==> src/rtl/mtrf_pkg.sv <==
`timescale 1ns / 1ps
`default_nettype none

package mtrf_pkg;

	// Sizing
	localparam int COLUMNS     = 1024;
	localparam int HIST_BINS   = 1024;
	localparam int TOKEN_BYTES = 8;
	localparam int COUNT_WIDTH = 32;
	localparam int POS_W       = 10;
	localparam int Q_DEPTH     = 4;
	localparam int Q_AW        = $clog2(Q_DEPTH);
	localparam int Q_CW        = $clog2(Q_DEPTH + 1);

	localparam logic [POS_W-1:0] POS_SAT = {POS_W{1'b1}};
	localparam logic [7:0]       SPACE   = 8'h20;

	// Opcodes
	localparam logic [2:0] OP_DATA  = 3'd0;
	localparam logic [2:0] OP_RCOL  = 3'd1;
	localparam logic [2:0] OP_RHIST = 3'd2;
	localparam logic [2:0] OP_CLR   = 3'd3;
	localparam logic [2:0] OP_RRWM  = 3'd4;

	// Event kinds, front to back
	localparam logic [2:0] EV_UPD   = 3'd0;
	localparam logic [2:0] EV_RCOL  = 3'd1;
	localparam logic [2:0] EV_RHIST = 3'd2;
	localparam logic [2:0] EV_RRWM  = 3'd3;
	localparam logic [2:0] EV_CLR   = 3'd4;

	// Result kinds
	localparam logic RK_VERDICT = 1'b0;
	localparam logic RK_READ    = 1'b1;

	// Register indexes
	localparam logic [2:0] REG_MISSING_TOKEN = 3'd0;
	localparam logic [2:0] REG_TOKEN_LENGTH  = 3'd1;
	localparam logic [2:0] REG_EXPECTED_COLS = 3'd2;
	localparam logic [2:0] REG_MAX_OK        = 3'd3;
	localparam logic [2:0] REG_FILTER_EN     = 3'd4;
	localparam logic [2:0] REG_RECTANGULAR   = 3'd5;

	typedef struct packed {
		logic [2:0] opcode;
		logic [7:0] data_byte;
		logic       record_end;
		logic [9:0] read_index;
	} in_t;

	typedef struct packed {
		logic        result_kind;
		logic [9:0]  missing_count;
		logic        keep_record;
		logic        column_mismatch;
		logic [9:0]  columns_seen;
		logic [31:0] read_value;
	} out_t;

	typedef struct packed {
		logic [63:0] missing_token;
		logic [3:0]  token_length;
		logic [10:0] expected_columns;
		logic [10:0] max_ok_missing;
		logic        filter_enable;
		logic        require_rectangular;
	} cfg_t;

	typedef struct packed {
		logic [2:0]       kind;
		logic             col_en;
		logic [POS_W-1:0] col_addr;
		logic             hist_en;
		logic [POS_W-1:0] hist_bin;
		logic             rwm_inc;
		logic             verdict_en;
		logic [POS_W-1:0] missing_count;
		logic             keep_record;
		logic             column_mismatch;
		logic [POS_W-1:0] columns_seen;
	} ev_t;

	function automatic logic [COUNT_WIDTH-1:0] sat_inc(input logic [COUNT_WIDTH-1:0] v);
		return (&v) ? v : v + COUNT_WIDTH'(1);
	endfunction

	// Mask of the low n bytes of a 64-bit word
	function automatic logic [63:0] byte_mask(input logic [3:0] n);
		logic [63:0] m;
		m = '0;
		for (int i = 0; i < 8; i++) begin
			if (4'(i) < n) begin
				m[8*i +: 8] = 8'hFF;
			end
		end
		return m;
	endfunction

endpackage

`default_nettype wire

==> src/rtl/mtrf_ev_queue.sv <==
`timescale 1ns / 1ps
`default_nettype none

module mtrf_ev_queue import mtrf_pkg::*; (
	input  wire logic clk,
	input  wire logic arst_n,
	input  wire logic wr,
	input  wire ev_t  wdata,
	input  wire logic rd,
	output ev_t       head,
	output logic      avail,
	output logic      q_full
);

	ev_t             mem_q [Q_DEPTH];
	logic [Q_AW-1:0] wp_q;
	logic [Q_AW-1:0] rp_q;
	logic [Q_CW-1:0] cnt_q;

	assign head   = mem_q[rp_q];
	assign avail  = (cnt_q != '0);
	assign q_full = (cnt_q == Q_CW'(Q_DEPTH));

	always_ff @(posedge clk) begin
		if (wr) begin
			mem_q[wp_q] <= wdata;
		end
	end

	always_ff @(posedge clk or negedge arst_n) begin
		if (!arst_n) begin
			wp_q  <= '0;
			rp_q  <= '0;
			cnt_q <= '0;
		end else begin
			if (wr) begin
				wp_q <= wp_q + Q_AW'(1);
			end
			if (rd) begin
				rp_q <= rp_q + Q_AW'(1);
			end
			if (wr && !rd) begin
				cnt_q <= cnt_q + Q_CW'(1);
			end else if (rd && !wr) begin
				cnt_q <= cnt_q - Q_CW'(1);
			end
		end
	end

endmodule

`default_nettype wire

==> config.mk <==
export PLATFORM = sky130hd
export DESIGN_NAME = mtrf_ev_queue
export DESIGN_NICKNAME = d
export VERILOG_FILES = /design/src/rtl/mtrf_pkg.sv /design/src/rtl/mtrf_ev_queue.sv
export SDC_FILE = /design/constraint.sdc
export NUM_CORES = 1
export LEC_CHECK = 0
export CORE_ASPECT_RATIO = 0.8
export CORE_UTILIZATION = 60
export CTS_CLUSTER_SIZE = 14
export DETAILED_ROUTE_END_ITERATION = 12
export DONT_BUFFER_PORTS = 1
export MAX_ROUTING_LAYER = met4
export PLACE_DENSITY = 0.76
export SYNTH_ARGS = -nofsm -noshare
export SYNTH_HDL_FRONTEND = slang
export SYNTH_SLANG_ARGS = --single-unit
==> constraint.sdc <==
create_clock -name clk -period 6.53 [get_ports clk]
set_input_delay 0.653 -clock clk [delete_from_list [all_inputs] [get_ports clk]]
set_output_delay 0.653 -clock clk [all_outputs]
set_load 0.01 [all_outputs]
==> flow_summary.ini <==
[min_path]
holdPathStages = 1
min_from = rd
hp-class = in2reg
min_to = rp_q[0]

[sta]
drv_slew = 0
slew-limit-headroom = 0.326
fin_skew_ns = 0.00569
setup-violations-final = 0
worst-slew-pin-transition_ns = 1.01
fin_crit_sh = 0.453
fin_tns_setup_ns = 0
setup_ws_ns = 3.57
max_freq_mhz = 338
rsz0062_at_grt = false
hold_violations = 0
finalCriticalPeriod_ns = 2.96

[cells_and_area]
layout_common_cells = 196 x edfxtp_1, 48 x mux4_2, 21 x clkbuf_16
area_delta_synth_final_pct = 9.89
num_antenna_cells = 0
design_area_mm2 = 0.00827
drive_above_1_share = 0.276
nNetsFinal = 366
final_common_cell = edfxtp_1
fill_cells = 730
utilization = 0.677

[synthesis]
syn_area_mm2 = 0.00752
synth_cell_type_count = 20
synthCells = 291
synth_warnings = 0
avgSynthCellArea_um2 = 25.9
synth-seq-area-share = 0.805
synth_nets = 350
ys_seq_elements = 203

[cts]
clockBufferDepth = 3
cts_setup_buffers = 0
clock_sinks = 203
clk_pin_slew_worst_paths_ns = 0.06
cts-hold-fix-buffers = 1
cts.repair.resized = 0
cts_root_buffer = clkbuf_16
worstSkewPairLatency_ns = 0.48
cts_tree = done
htree_levels = 1
cts_buffers = 20

[routing]
drt_first_iter_violations = 225
vias = 2896
viasPerCell = 5.91
wire_per_inst_um = 23.6
wl_um = 11600
drc = 0
drtPass1Iterations = 4
antenna_left = 0

[critical_path]
r2r-start = wp_q[0]
crit_path_cell_trace = mux4_1
cp_max_fo = 51
cp-end-kind = output port
max_stage_delay_ns = 1.10
worst-path-buf-inv = 0
cp.required_ns = 5.88
r2r-end = mem_q[0][41]
r2r_slack_ns = 4.48
arrival_ns = 2.30
crit_family = flip-flops
cp-start-kind = flip-flop
cp_slowest_cell = dfrtp_4
worstSetupPathType = reg2out
ff2ff_path_depth = 4

[floorplanning]
die_h_um = 102
start_util = 0.616
coreArea_mm2 = 0.0122
rows = 36
die_w_um = 127
dieArea_mm2 = 0.0130
io_pins = 104

[placed_design]
place_area_mm2 = 0.00765
gp_congestion = 0.679
portBuffers = 0
dp_slack_ns = 3.99

[global_routing]
grt_pass1_vias = 3092
antenna_found_initial = 0
grt_usage = 0.190
grt_max_degree = 52
grt_overflow_total = 0
grt_pass1_wl_um = 17400

[power]
cellLeakagePower_uw = 0.00264
p_total_uw = 3730
powerDensity_mw_per_mm2 = 451
vdd_ir_drop_max_uv = 266

[status]
status = complete, no violations

[run]
maxCapViolCount = 0
[per-layer routing]
layer	part of all wire	vias to the layer above	GRT usage
met5	0	-	-
met4	0.011	0	0.0458
met3	0.097	12	0.0801
met2	0.48	100	0.297
met1	0.41	1525	0.234
li1	-	1259	-
[worst reg2reg max path, delay by kind of cell (launching register included)]
| kind | cells | cell delay (ns) |
|---|---|---|
| buffers and inverters | 2 | 0.61 |
| and+or+nand+nor | 1 | 0.52 |
| DFF | 1 | 0.43 |
| adders and majority gates | 1 | 0.14 |
[synth_stat cells]
cell      number  area share
buf_6          1      0.0015
buf_12         5       0.013
nor3b_1        1      0.0010
nand2_1        2      0.0010
fa_1           1      0.0027
dfrtp_1        7       0.023
clkbuf_1       1     0.00050
mux4_1         1      0.0035
inv_1          4      0.0020
o21ai_0        1     0.00066
xnor2_1        2      0.0023
mux4_2        48        0.14
and2_1         4      0.0033
xor2_1         4      0.0047
ha_1           5      0.0083
edfxtp_1     196        0.78
or3_1          1     0.00083
buf_2          5      0.0033
nor2_1         1     0.00050
mux2_2         1      0.0015
[cell type report]
type	count	area, um^2	share of cell area
tap	171	214	0.0259
timing repair buffer	6	47.5	0.00575
sequential	203	6070	0.734
clock buffer	24	537	0.0649
clock inverter	10	76.3	0.00923
inverter	4	15.0	0.00182
multi-input combinational	72	1310	0.159
[through the flow]
step / hold slack, ns / cells
finish: 0.259 / 490
floorplan: 0.357 / 291
global placement: 0.358 / 455
global route: 0.243 / 490
CTS: 0.244 / 490
detailed placement: 0.358 / 455
[power breakdown]
| part | switching, uW | leakage, uW | internal (uW) |
|---|---|---|---|
| combinational | 410 | 0.000460 | 365 |
| clock | 437 | 0.000297 | 624 |
| sequential | 185 | 0.00188 | 1710 |
| total | 1030 | 0.00264 | 2700 |
[sequential cells by signal (all words and copies together), names as in the netlist]
signal / cells
mem_q: 196
cnt_q: 3
rp_q: 2
wp_q: 2
[logic make-up after synthesis]
group / count (synthesis) / share of synthesized area
flip-flops: 203 / 0.805
multiplexers: 50 / 0.149
buffers and inverters: 16 / 0.0206
AND/OR/NAND/NOR: 9 / 0.00665
XOR/XNOR: 6 / 0.00698
adder cells (fa/ha/maj): 6 / 0.0110
AO/OA/AOI/OAI: 1 / 0.000664
[worst max path at each step]
stage / cells after the start / startpoint / slack, ns / endpoint
3_5_place_dp: 1 / rp_q[0] / 3.99 / head[44]
2_1_floorplan: 1 / wr / 4.29 / mem_q[1][0]
5_1_grt: 1 / rp_q[0] / 3.40 / head[44]
4_1_cts: 1 / rp_q[0] / 3.49 / head[44]
6_report: 1 / rp_q[0] / 3.57 / head[44]
3_3_place_gp: 1 / rp_q[0] / 3.99 / head[44]
No activity file was read; power rests on OpenSTA's default activity.
