File: config.mk
export PLATFORM = sky130hd
export DESIGN_NAME = mtrf_front
export DESIGN_NICKNAME = d
export VERILOG_FILES = /design/src/rtl/mtrf_pkg.sv /design/src/rtl/mtrf_front.sv
export SDC_FILE = /design/constraint.sdc
export NUM_CORES = 1
export LEC_CHECK = 0
export BUFFER_PORTS_ARGS = -buffer_cell sky130_fd_sc_hd__buf_2
export CORE_MARGIN = 4
export CORE_UTILIZATION = 55
export CTS_CLUSTER_DIAMETER = 120
export DETAILED_ROUTE_END_ITERATION = 16
export PLACE_DENSITY = 0.78
export SLEW_MARGIN = 10
export SYNTH_ARGS = -nofsm -noshare
export SYNTH_HDL_FRONTEND = slang
export SYNTH_SLANG_ARGS = --single-unit
File: constraint.sdc
create_clock -name clk -period 20.5 [get_ports clk]
set_input_delay 3.075 -clock clk [delete_from_list [all_inputs] [get_ports clk]]
set_output_delay 3.075 -clock clk [all_outputs]
set_load 0.05 [all_outputs]
File: src/rtl/mtrf_pkg.sv
`timescale 1ns / 1ps
`default_nettype none

package mtrf_pkg;

	// Sizing
	localparam int COLUMNS     = 1024;
	localparam int HIST_BINS   = 1024;
	localparam int TOKEN_BYTES = 8;
	localparam int COUNT_WIDTH = 32;
	localparam int POS_W       = 10;
	localparam int Q_DEPTH     = 4;
	localparam int Q_AW        = $clog2(Q_DEPTH);
	localparam int Q_CW        = $clog2(Q_DEPTH + 1);

	localparam logic [POS_W-1:0] POS_SAT = {POS_W{1'b1}};
	localparam logic [7:0]       SPACE   = 8'h20;

	// Opcodes
	localparam logic [2:0] OP_DATA  = 3'd0;
	localparam logic [2:0] OP_RCOL  = 3'd1;
	localparam logic [2:0] OP_RHIST = 3'd2;
	localparam logic [2:0] OP_CLR   = 3'd3;
	localparam logic [2:0] OP_RRWM  = 3'd4;

	// Event kinds, front to back
	localparam logic [2:0] EV_UPD   = 3'd0;
	localparam logic [2:0] EV_RCOL  = 3'd1;
	localparam logic [2:0] EV_RHIST = 3'd2;
	localparam logic [2:0] EV_RRWM  = 3'd3;
	localparam logic [2:0] EV_CLR   = 3'd4;

	// Result kinds
	localparam logic RK_VERDICT = 1'b0;
	localparam logic RK_READ    = 1'b1;

	// Register indexes
	localparam logic [2:0] REG_MISSING_TOKEN = 3'd0;
	localparam logic [2:0] REG_TOKEN_LENGTH  = 3'd1;
	localparam logic [2:0] REG_EXPECTED_COLS = 3'd2;
	localparam logic [2:0] REG_MAX_OK        = 3'd3;
	localparam logic [2:0] REG_FILTER_EN     = 3'd4;
	localparam logic [2:0] REG_RECTANGULAR   = 3'd5;

	typedef struct packed {
		logic [2:0] opcode;
		logic [7:0] data_byte;
		logic       record_end;
		logic [9:0] read_index;
	} in_t;

	typedef struct packed {
		logic        result_kind;
		logic [9:0]  missing_count;
		logic        keep_record;
		logic        column_mismatch;
		logic [9:0]  columns_seen;
		logic [31:0] read_value;
	} out_t;

	typedef struct packed {
		logic [63:0] missing_token;
		logic [3:0]  token_length;
		logic [10:0] expected_columns;
		logic [10:0] max_ok_missing;
		logic        filter_enable;
		logic        require_rectangular;
	} cfg_t;

	typedef struct packed {
		logic [2:0]       kind;
		logic             col_en;
		logic [POS_W-1:0] col_addr;
		logic             hist_en;
		logic [POS_W-1:0] hist_bin;
		logic             rwm_inc;
		logic             verdict_en;
		logic [POS_W-1:0] missing_count;
		logic             keep_record;
		logic             column_mismatch;
		logic [POS_W-1:0] columns_seen;
	} ev_t;

	function automatic logic [COUNT_WIDTH-1:0] sat_inc(input logic [COUNT_WIDTH-1:0] v);
		return (&v) ? v : v + COUNT_WIDTH'(1);
	endfunction

	// Mask of the low n bytes of a 64-bit word
	function automatic logic [63:0] byte_mask(input logic [3:0] n);
		logic [63:0] m;
		m = '0;
		for (int i = 0; i < 8; i++) begin
			if (4'(i) < n) begin
				m[8*i +: 8] = 8'hFF;
			end
		end
		return m;
	endfunction

endpackage

`default_nettype wire

File: src/rtl/mtrf_front.sv
`timescale 1ns / 1ps
`default_nettype none

module mtrf_front import mtrf_pkg::*; (
	input  wire logic clk,
	input  wire logic arst_n,
	input  wire cfg_t cfg,
	input  wire in_t  item,
	input  wire logic accept,
	output logic      ev_valid,
	output ev_t       ev
);

	logic [63:0]      bytes_q;
	logic [3:0]       fill_q;
	logic             over_q;
	logic             inside_q;
	logic [POS_W-1:0] pos_q;
	logic [POS_W-1:0] miss_q;

	logic             is_sp;
	logic [63:0]      bytes_a;
	logic [3:0]       fill_a;
	logic             over_a;
	logic [63:0]      bytes_t;
	logic [3:0]       fill_t;
	logic             over_t;
	logic             do_close;
	logic             tl_ok;
	logic             match;
	logic             hit;
	logic [POS_W-1:0] miss_n;
	logic [POS_W-1:0] pos_n;
	logic             col_en;
	logic             mismatch;
	logic             keep;
	logic             is_data;

	assign is_data = (item.opcode == OP_DATA);
	assign is_sp   = (item.data_byte == SPACE);

	// Token after taking a non-space byte
	always_comb begin
		bytes_a = bytes_q;
		fill_a  = fill_q;
		over_a  = over_q;
		if (!inside_q) begin
			bytes_a = 64'(item.data_byte);
			fill_a  = 4'd1;
			over_a  = 1'b0;
		end else if (fill_q < 4'(TOKEN_BYTES)) begin
			bytes_a = bytes_q | (64'(item.data_byte) << {fill_q[2:0], 3'b000});
			fill_a  = fill_q + 4'd1;
		end else begin
			over_a = 1'b1;
		end
	end

	assign bytes_t  = is_sp ? bytes_q : bytes_a;
	assign fill_t   = is_sp ? fill_q : fill_a;
	assign over_t   = is_sp ? over_q : over_a;
	assign do_close = is_sp ? inside_q : item.record_end;

	assign tl_ok = (cfg.token_length inside {[4'd1:4'(TOKEN_BYTES)]});
	assign match = !over_t && tl_ok && (fill_t == cfg.token_length) &&
		(bytes_t == (cfg.missing_token & byte_mask(fill_t)));

	// The id column is never examined
	assign hit    = do_close && (pos_q != '0) && match;
	assign miss_n = (hit && miss_q != POS_SAT) ? miss_q + POS_W'(1) : miss_q;
	assign pos_n  = (do_close && pos_q != POS_SAT) ? pos_q + POS_W'(1) : pos_q;
	assign col_en = hit && (pos_q != POS_SAT) && (int'(pos_q) < COLUMNS);

	assign mismatch = cfg.require_rectangular && ({1'b0, pos_n} != cfg.expected_columns);
	assign keep     = !cfg.filter_enable || ({1'b0, miss_n} <= cfg.max_ok_missing);

	always_comb begin
		ev          = '0;
		ev_valid    = 1'b0;
		ev.col_addr = item.read_index;
		ev.hist_bin = item.read_index;
		case (item.opcode)
			OP_DATA: begin
				ev.kind            = EV_UPD;
				ev_valid           = col_en || item.record_end;
				ev.col_en          = col_en;
				ev.col_addr        = pos_q;
				ev.verdict_en      = item.record_end;
				ev.hist_en         = item.record_end && (miss_n != '0);
				ev.hist_bin        = miss_n;
				ev.rwm_inc         = !mismatch;
				ev.missing_count   = miss_n;
				ev.keep_record     = keep;
				ev.column_mismatch = mismatch;
				ev.columns_seen    = pos_n;
			end
			OP_RCOL: begin
				ev.kind  = EV_RCOL;
				ev_valid = 1'b1;
			end
			OP_RHIST: begin
				ev.kind  = EV_RHIST;
				ev_valid = 1'b1;
			end
			OP_CLR: begin
				ev.kind  = EV_CLR;
				ev_valid = 1'b1;
			end
			OP_RRWM: begin
				ev.kind  = EV_RRWM;
				ev_valid = 1'b1;
			end
			default: begin
				ev_valid = 1'b0;
			end
		endcase
	end

	always_ff @(posedge clk or negedge arst_n) begin
		if (!arst_n) begin
			bytes_q  <= '0;
			fill_q   <= '0;
			over_q   <= 1'b0;
			inside_q <= 1'b0;
			pos_q    <= '0;
			miss_q   <= '0;
		end else if (accept && is_data) begin
			if (do_close) begin
				bytes_q  <= '0;
				fill_q   <= '0;
				over_q   <= 1'b0;
				inside_q <= 1'b0;
			end else if (!is_sp) begin
				bytes_q  <= bytes_a;
				fill_q   <= fill_a;
				over_q   <= over_a;
				inside_q <= 1'b1;
			end
			if (item.record_end) begin
				pos_q  <= '0;
				miss_q <= '0;
			end else begin
				pos_q  <= pos_n;
				miss_q <= miss_n;
			end
		end
	end

endmodule

`default_nettype wire

==> results of run 1 <==
-- state kept, by name, indices dropped and copies added (netlist names) --
register  cells
fill_q        4
bytes_q      64
over_q        1
pos_q        10
miss_q       10
inside_q      1
-- cell usage after synthesis (5+ instances only) --
library cell	instances	area [um^2]
inv_1	35	131
nand2b_1	10	62.6
a21o_1	10	75.1
ha_1	14	175
or2_2	6	37.5
a211oi_1	12	90.1
xor2_1	26	228
o21ai_1	10	50.1
o21ai_0	91	455
o21a_1	13	97.6
nor3_1	29	145
nor4_1	7	43.8
nand2_1	122	458
o22ai_1	20	125
nand3_1	17	85.1
o31ai_1	6	45.0
buf_2	9	45.0
a31oi_1	28	175
buf_4	5	37.5
xnor2_1	22	193
nor3b_1	7	52.6
nand4_1	18	113
or3_1	8	50.1
and2_1	12	75.1
a22oi_1	7	52.6
nor2b_1	12	75.1
nor2_1	99	372
a31o_2	5	43.8
clkbuf_1	53	199
a22o_1	11	96.3
a21oi_1	96	480
dfrtp_1	90	2250
and3_1	18	113
mux2i_1	9	90.1
nor4b_1	8	70.1
-- final cells by class --
type / instances / area (um^2) / share of cell area (%)
clock buffers: 10 / 239 / 2.67
clock inverters: 6 / 72.6 / 0.812
inverters: 35 / 131 / 1.47
multi-input cells: 833 / 5060 / 56.6
flip-flops and latches: 90 / 2250 / 25.2
well taps: 180 / 225 / 2.52
repair buffers: 183 / 961 / 10.7
-- worst max-delay path, cell delays in order --
cell,delay [ns]
buf_2,0.23
or4_1,0.71
o21ai_4,0.79
o21ai_1,0.42
nand2_1,0.23
mux2i_1,0.26
nand3_1,0.11
nor4_1,0.16
and4_1,0.43
and2_1,0.37
mux2i_2,0.38
inv_1,0.08
ha_1,0.29
nor2b_1,0.14
o21a_1,0.16
o21a_1,0.16
o21a_1,0.16
o21a_1,0.16
o21a_1,0.16
o21a_1,0.16
o21ai_0,0.14
nand2b_1,0.07
a21oi_1,0.15
o41a_1,0.14
buf_2,0.25
-- worst max path at each step --
stage	startpoint	end	slack, ns	cells past startpoint
floorplan	item[17]	ev[11]	9.13	28
global placement	item[17]	ev[11]	8.15	24
detailed placement	item[17]	ev[11]	8.06	24
CTS	item[17]	ev[11]	8.04	24
global route	item[17]	ev[11]	7.60	25
finish	item[17]	ev[11]	8.00	25
-- metrics by stage --
step                      total power [mW]  hold WS (ns)
final                                0.584         0.472
after global routing                 0.607         0.505
after CTS                            0.580         0.474
after detailed placement             0.403         0.457
after global placement               0.403         0.453
after floorplan                      0.333         0.440
-- where the power goes --
part	switching (mW)	total, mW	internal, mW	leakage, nW
combinational	0.132	0.201	0.0690	2.76
clock	0.0785	0.178	0.0995	0.150
sequential	0.0162	0.204	0.188	1.20
-- routing by layer --
layer  wire, um  vias up
met5          0        -
met4       1570        0
met3       3000       86
met2      14000      561
met1      11400     4061
li1           -     4034
-- cell families (layout without fill, tap and decap cells) --
logic type | after synthesis | count (layout)
fa+ha+maj | 14 | 14
xor+xnor | 49 | 49
compound gates | 360 | 360
buf+inv | 107 | 234
flops | 90 | 90
simple gates | 399 | 399
mux | 11 | 11
==> qor.csv, run 1 <==
stage,metric,value,unit
global_route,globalRoute.busiestLayer,met2,
die,fp.coreArea,13800,um^2
setup_path,worst-r2r-cell-count,11,
timing,finalSetupViolCount,0,
pwr,power_density_of_the_placed_cells,65.3,nW/um^2
timing,slew_headroom,18.4,%
setup_path,worst-setup-path-type,input port to primary output,
timing,period_minus_slack,12.50,ns
global_route,grt_use_met3,6.40,%
synthesis,synth.ff_latch_count,90,
timing,rsz0062_at_grt,false,
detailed_routing,drt_iter0_markers,1031,
die,die_w,127,um
clocking,post_cts.resized_instances,0,
placement,half_perimeter_wire_length_after_placement,23000,um
placement,numPortBuffers,166,
clocking,tritoncts_clock_tree,done,
global_route,grt_overflow,0,
global_route,use_met2,59.8,%
worst_hold_path,worstHoldStart,bytes_q[44],
detailed_routing,via_per_inst,6.54,
final_layout,antenna_cells_inserted,0,
setup_path,cp_data_arrival_time,9.42,ns
synthesis,ys.flop_type,dfrtp_1,
timing,final.setup.worst_slack,8.00,ns
global_route,global_route.usage.total,36.8,%
clocking,clk_root_buffer_cell,clkbuf_16,
timing,tightest_slew,1.22,ns
die,die_area,16000,um^2
timing,totalNegativeSetupSlack,0,ns
detailed_routing,routed-via-count,8742,
global_route,number_of_global_route_vias_before_repair,8275,
detailed_routing,post-route-drc-count,0,
timing,skew,0.0106,ns
status,result_of_the_run,"finished, final reports clean",
synthesis,combinational_family_with_the_most_area_after_synthesis,compound AO/OA/AOI/OAI gates,
synthesis,syn_nets,1161,
synthesis,synth_area_in_compound_gates,29.5,%
setup_path,worst-r2r-setup-slack,15.87,ns
synthesis,synth_cell_type_count,86,
synthesis,syn_inst,1030,
synthesis,yosysSeqAreaShare,29.1,%
global_route,gr-usage-met1,46.8,%
clocking,ctsLongestPathBuffers,2,
placement,setup_slack_placement,8.06,ns
global_route,grt_first_pass_wirelength,46000,um
detailed_routing,drtAntennaViolNets,0,
final_layout,finalNonFillerCells,1337,
timing,final_min_period_over_clock_period,61.0,%
setup_path,cp-end-kind,primary output,
clocking,post_cts_hold_buffer_count,0,
placement,gpl.final_weighted_congestion,1.05,
setup_path,worst_r2r_endpoint,miss_q[6],
die,io_pins,167,
final_layout,final_layout_size_suffix_gt1_share,19.8,%
setup_path,setup.worst_path.start_class,input port,
worst_hold_path,timing.hold.worst_endpoint,bytes_q[44],
synthesis,synth_area_per_cell,7.51,um^2
clocking,post-cts-setup-buffers,0,
final_layout,final_core_utilization,64.7,%
final_layout,count_of_nets_after_finishing,1283,
setup_path,worstReg2RegStart,fill_q[0],
clocking,cts_made_buffers,9,
setup_path,crit_required,17.43,ns
detailed_routing,drt-wirelength-per-cell,22.4,um
clocking,worstSkewPairLatency,0.35,ns
synthesis,post_synth_instance_area,7740,um^2
worst_hold_path,hp-class,register to register,
synthesis,synth_enable_flop_cells,0,
synthesis,yosys.area_share.xor_xnor,5.64,%
synthesis,synth-warning-count,0,
die,placementRows,43,
pwr,lkg_pwr,4.11,nW
die,chipHeight,127,um
die,start_util,56.0,%
clocking,register_clock_pin_slew_on_the_reported_worst_setup_and_hold_paths,0.07,ns
synthesis,yosys-mux-area-fraction,1.49,%
final_layout,mostFrequentLayoutCells,"buf_2, nand2_1, nor2_1",
detailed_routing,drt-pass1-iter-count,5,
setup_path,cp_max_fo,33,
placement,dp_cells,1321,
timing,maxSlewViolCount,0,
pwr,max-vdd-ir-drop,0.0427,mV
detailed_routing,total_wirelength_of_the_detailed_routed_design,30000,um
synthesis,synth-adder-area-share,2.26,%
timing,hold_viol,0,
timing,fmaxAchievable,80.0,MHz
final_layout,post-route-cell-area,8940,um^2
job,max_cap_violations,0,
final_layout,layout.cells.most_common,buf_2,
clocking,ctsHtreeMaxLevel,3,
worst_hold_path,hold_depth,2,
final_layout,fill_cells,1274,
clocking,tritoncts_num_sinks,90,
global_route,largest_net_degree_at_the_start_of_global_routing,73,
global_route,antenna_violations_before_repair,0,
final_layout,areaGrowthSynthToFinish,15.5,%
synthesis,area_share_of_and_or_nand_nor_cells_after_synthesis,26.2,%
placement,placed_cell_area,8630,um^2
synthesis,synthArstFlopShare,100,%
Note: power is estimated with default switching activity, not from simulation.
==> run 2, diff against run 1 <==
ABC_AREA = 1   (was not set)
PLACE_DENSITY = 0.77   (was 0.78)
clock period = 12.4 ns   (was 20.5 ns; I/O delays follow)
==> qor.csv, run 2 <==
stage,metric,value,unit,change
timing,finalSetupViolCount,0,,unchanged
timing,fmaxAchievable,114,MHz,
synthesis,synth-warning-count,0,,unchanged
setup_path,worst-r2r-cell-count,15,,was 11
clocking,ctsHtreeMaxLevel,3,,unchanged
pwr,share_clk_of_total_power,24.5,%,was 30.5%
detailed_routing,drtAntennaViolNets,0,,unchanged
synthesis,synth.ff_latch_count,90,,unchanged
placement,dp_cells,1544,,was 1321
die,start_util,56.5,%,was 56.0%
synthesis,yosys-mux-area-fraction,0,%,was 1.49%
worst_hold_path,hold_depth,2,,unchanged
synthesis,netlist.top_cell.by_area,dfrtp_1,,unchanged
final_layout,registers.top_by_ff_count,bytes_q,,unchanged
setup_path,worstReg2RegStart,fill_q[1],,was fill_q[0]
worst_hold_path,worstHoldStart,bytes_q[63],,was bytes_q[44]
final_layout,mostFrequentLayoutCells,"nand2_1, buf_2, inv_1",,"was buf_2, nand2_1, nor2_1"
status,result_of_the_run,"finished, final reports clean",,unchanged
synthesis,synth_enable_flop_cells,0,,unchanged
clocking,tritoncts_clock_tree,done,,unchanged
setup_path,setup.worst_path.start_class,input port,,unchanged
detailed_routing,drt_iter0_markers,1282,,was 1031
die,fp.coreArea,14000,um^2,was 13800 um^2
final_layout,count_of_nets_after_finishing,1506,,was 1283
clocking,ctsLongestPathBuffers,2,,unchanged
synthesis,synth_top_area_share,28.5,%,was 29.1%
placement,half_perimeter_wire_length_after_placement,20500,um,was 23000 um
synthesis,synth_cell_type_count,52,,was 86
synthesis,dominant_cell_by_count_in_the_synthesized_netlist,nand2_1,,unchanged
final_layout,fill_cells,1357,,was 1274
clocking,tritoncts_num_sinks,90,,unchanged
final_layout,areaGrowthSynthToFinish,14.4,%,was 15.5%
final_layout,final_layout_size_suffix_gt1_share,18.0,%,was 19.8%
synthesis,combinational_family_with_the_most_area_after_synthesis,simple AND/OR/NAND/NOR gates,,was compound AO/OA/AOI/OAI gates
synthesis,synth_area_per_cell,6.34,um^2,was 7.51 um^2
die,chipHeight,128,um,was 127 um
synthesis,area_share_of_and_or_nand_nor_cells_after_synthesis,38.3,%,was 26.2%
synthesis,ys_top_cells_by_area,"dfrtp_1, nand2_1, inv_1, nand3_1, nor2_1",,"was dfrtp_1, a21oi_1, nand2_1, o21ai_0, nor2_1"
global_route,grt_first_pass_wirelength,41900,um,was 46000 um
clocking,cts_made_buffers,9,,unchanged
clocking,worstSkewPairLatency,0.36,ns,was 0.35 ns
global_route,number_of_global_route_vias_before_repair,7957,,was 8275
setup_path,worst_r2r_endpoint,miss_q[7],,was miss_q[6]
synthesis,synth-adder-area-share,2.22,%,was 2.26%
setup_path,cp_data_arrival_time,6.89,ns,was 9.42 ns
setup_path,crit_path_top_delay_cell,nand2_4,,was o21ai_4
synthesis,ys.flop_type,dfrtp_1,,unchanged
timing,final_min_period_over_clock_period,70.6,%,
synthesis,yosysSeqAreaShare,28.5,%,was 29.1%
worst_hold_path,hp-class,register to register,,unchanged
timing,totalNegativeSetupSlack,0,ns,unchanged
final_layout,finalNonFillerCells,1561,,was 1337
clocking,post_cts.resized_instances,0,,unchanged
detailed_routing,total_wirelength_of_the_detailed_routed_design,27100,um,was 30000 um
detailed_routing,routed-via-count,8909,,was 8742
pwr,lkg_pwr,4.71,nW,was 4.11 nW
setup_path,worst-setup-path-type,input port to primary output,,unchanged
worst_hold_path,timing.hold.worst_endpoint,bytes_q[63],,was bytes_q[44]
placement,setup_slack_placement,3.80,ns,was 8.06 ns
pwr,power_density_of_the_placed_cells,131,nW/um^2,was 65.3 nW/um^2
clocking,register_clock_pin_slew_on_the_reported_worst_setup_and_hold_paths,0.07,ns,about the same
synthesis,syn_inst,1247,,was 1030
pwr,pwr-share-comb,45.4,%,was 34.5%
final_layout,area_taken_by_flip_flops_and_latches,2250,um^2,unchanged
setup_path,cp-end-kind,primary output,,unchanged
synthesis,synthArstFlopShare,100,%,unchanged
timing,rsz0062_at_grt,false,,unchanged
timing,skew,0.0117,ns,was 0.0106 ns
job,max_cap_violations,0,,unchanged
final_layout,top_registers,"bytes_q (64), miss_q (10), pos_q (10)",,unchanged
synthesis,yosys.area_share.xor_xnor,3.43,%,was 5.64%
setup_path,worst-r2r-setup-slack,8.28,ns,was 15.87 ns
detailed_routing,drt-pass1-iter-count,5,,unchanged
final_layout,multiInputGateArea,4710,um^2,was 5060 um^2
global_route,antenna_violations_before_repair,1,,was 0
placement,gpl.final_weighted_congestion,1.01,,was 1.05
clocking,clk_root_buffer_cell,clkbuf_16,,unchanged
setup_path,critical-path-top-cell-by-count,nand2_1,,was o21a_1
timing,slew_headroom,28.7,%,was 18.4%
timing,tightest_slew,1.07,ns,was 1.22 ns
die,placementRows,43,,unchanged
setup_path,cp_max_fo,46,,was 33
synthesis,synth_area_in_compound_gates,15.4,%,was 29.5%
synthesis,yosys-top-cells-count,"nand2_1, inv_1, nor2_1, nand3_1, dfrtp_1",,"was nand2_1, nor2_1, a21oi_1, o21ai_0, dfrtp_1"
detailed_routing,via_per_inst,5.71,,was 6.54
die,die_area,16400,um^2,was 16000 um^2
global_route,largest_net_degree_at_the_start_of_global_routing,64,,was 73
pwr,power_frac_seq,30.2,%,was 35.0%
synthesis,syn_nets,1378,,was 1161
detailed_routing,drt-wirelength-per-cell,17.4,um,was 22.4 um
timing,hold_viol,0,,unchanged
timing,maxSlewViolCount,0,,unchanged
timing,period_minus_slack,8.75,ns,
setup_path,crit_required,10.54,ns,was 17.43 ns
detailed_routing,post-route-drc-count,0,,unchanged
final_layout,number_of_flip_flops_in_the_largest_register,64,,unchanged
clocking,post-cts-setup-buffers,0,,unchanged
pwr,power_switching,0.529,mW,was 0.227 mW
pwr,internal_power,0.653,mW,was 0.357 mW
synthesis,post_synth_instance_area,7910,um^2,was 7740 um^2
global_route,grt_overflow,0,,unchanged
timing,final.setup.worst_slack,3.65,ns,was 8.00 ns
die,die_w,128,um,was 127 um
clocking,post_cts_hold_buffer_count,0,,unchanged
pwr,max-vdd-ir-drop,0.0930,mV,was 0.0427 mV
final_layout,layout.cells.most_common,nand2_1,,was buf_2
die,io_pins,167,,unchanged
setup_path,cp_slowest_stage_delay,0.46,ns,was 0.79 ns
pwr,power_switching_share,44.7,%,was 38.9%
placement,numPortBuffers,166,,unchanged
global_route,global_route.usage.total,32.6,%,was 36.8%
-- run 2: cell count changes after synthesis, sizes merged, moves of 26 or more --
cell / before / now
nand3: 17 / 115
nor2: 99 / 135
inv: 35 / 176
a21oi: 98 / 48
o22ai: 20 / 53
a31oi: 28 / 2
nand2: 122 / 345
-- run 2: layout make-up --
class                   instances  share of cell area (%)
well taps                     180                    2.49
multi-input cells             925                    52.1
flip-flops and latches         90                    24.9
repair buffers                171                    9.63
clock buffers                  12                    2.84
diodes                          1                  0.0277
clock inverters                 4                   0.553
inverters                     178                    7.50
-- run 2: kinds of logic after synthesis --
family                   Yosys count
AO/OA/AOI/OAI                    213
XOR/XNOR                          31
adder cells (fa/ha/maj)           14
buffers and inverters            232
flip-flops                        90
AND/OR/NAND/NOR                  667
-- run 2: per-layer routing --
metal	part of all wire, %	GRT usage [%]	vias to the layer above	wire length (um)
met5	0	0	-	0
met4	2.9	10.7	0	796
met3	10	7.79	51	2830
met2	44	48.1	465	12100
met1	42	46.9	4070	11400
li1	-	-	4323	-
-- run 2: critical path: cells and delay by family --
kind | cells | cell delay, ns
fa+ha+maj | 1 | 0.28
simple gates | 18 | 2.79
buf+inv | 8 | 1.17
compound gates | 5 | 0.71
-- run 2: worst max path at each step --
| stage | from | depth (start not counted) | endpoint | slack, ns |
|---|---|---|---|---|
| 6_report | item[12] | 32 | ev[11] | 3.65 |
| 5_1_grt | item[11] | 32 | ev[11] | 3.05 |
| 4_1_cts | item[11] | 32 | ev[11] | 3.78 |
| 3_5_place_dp | item[11] | 32 | ev[11] | 3.80 |
| 3_3_place_gp | item[12] | 32 | ev[11] | 3.93 |
| 2_1_floorplan | item[11] | 35 | ev[11] | 5.21 |
-- run 2: per-stage QoR --
stage               area, um^2  hold WS (ns)  utilization, %  power, mW
global placement          8730         0.464            62.4      0.876
global route              9040         0.499            64.7       1.25
detailed placement        8730         0.469            62.4      0.880
floorplan                 7910         0.452               -      0.741
CTS                       9040         0.486            64.6       1.17
finish                    9040         0.483            64.7       1.18
-- run 2: power by group through the flow --
stage	Clock [mW]	Sequential [mW]	Combinational (mW)
2_1_floorplan	0	0.346	0.394
3_3_place_gp	0	0.360	0.516
3_5_place_dp	0	0.360	0.520
4_1_cts	0.292	0.355	0.523
5_1_grt	0.301	0.360	0.590
6_report	0.289	0.356	0.536
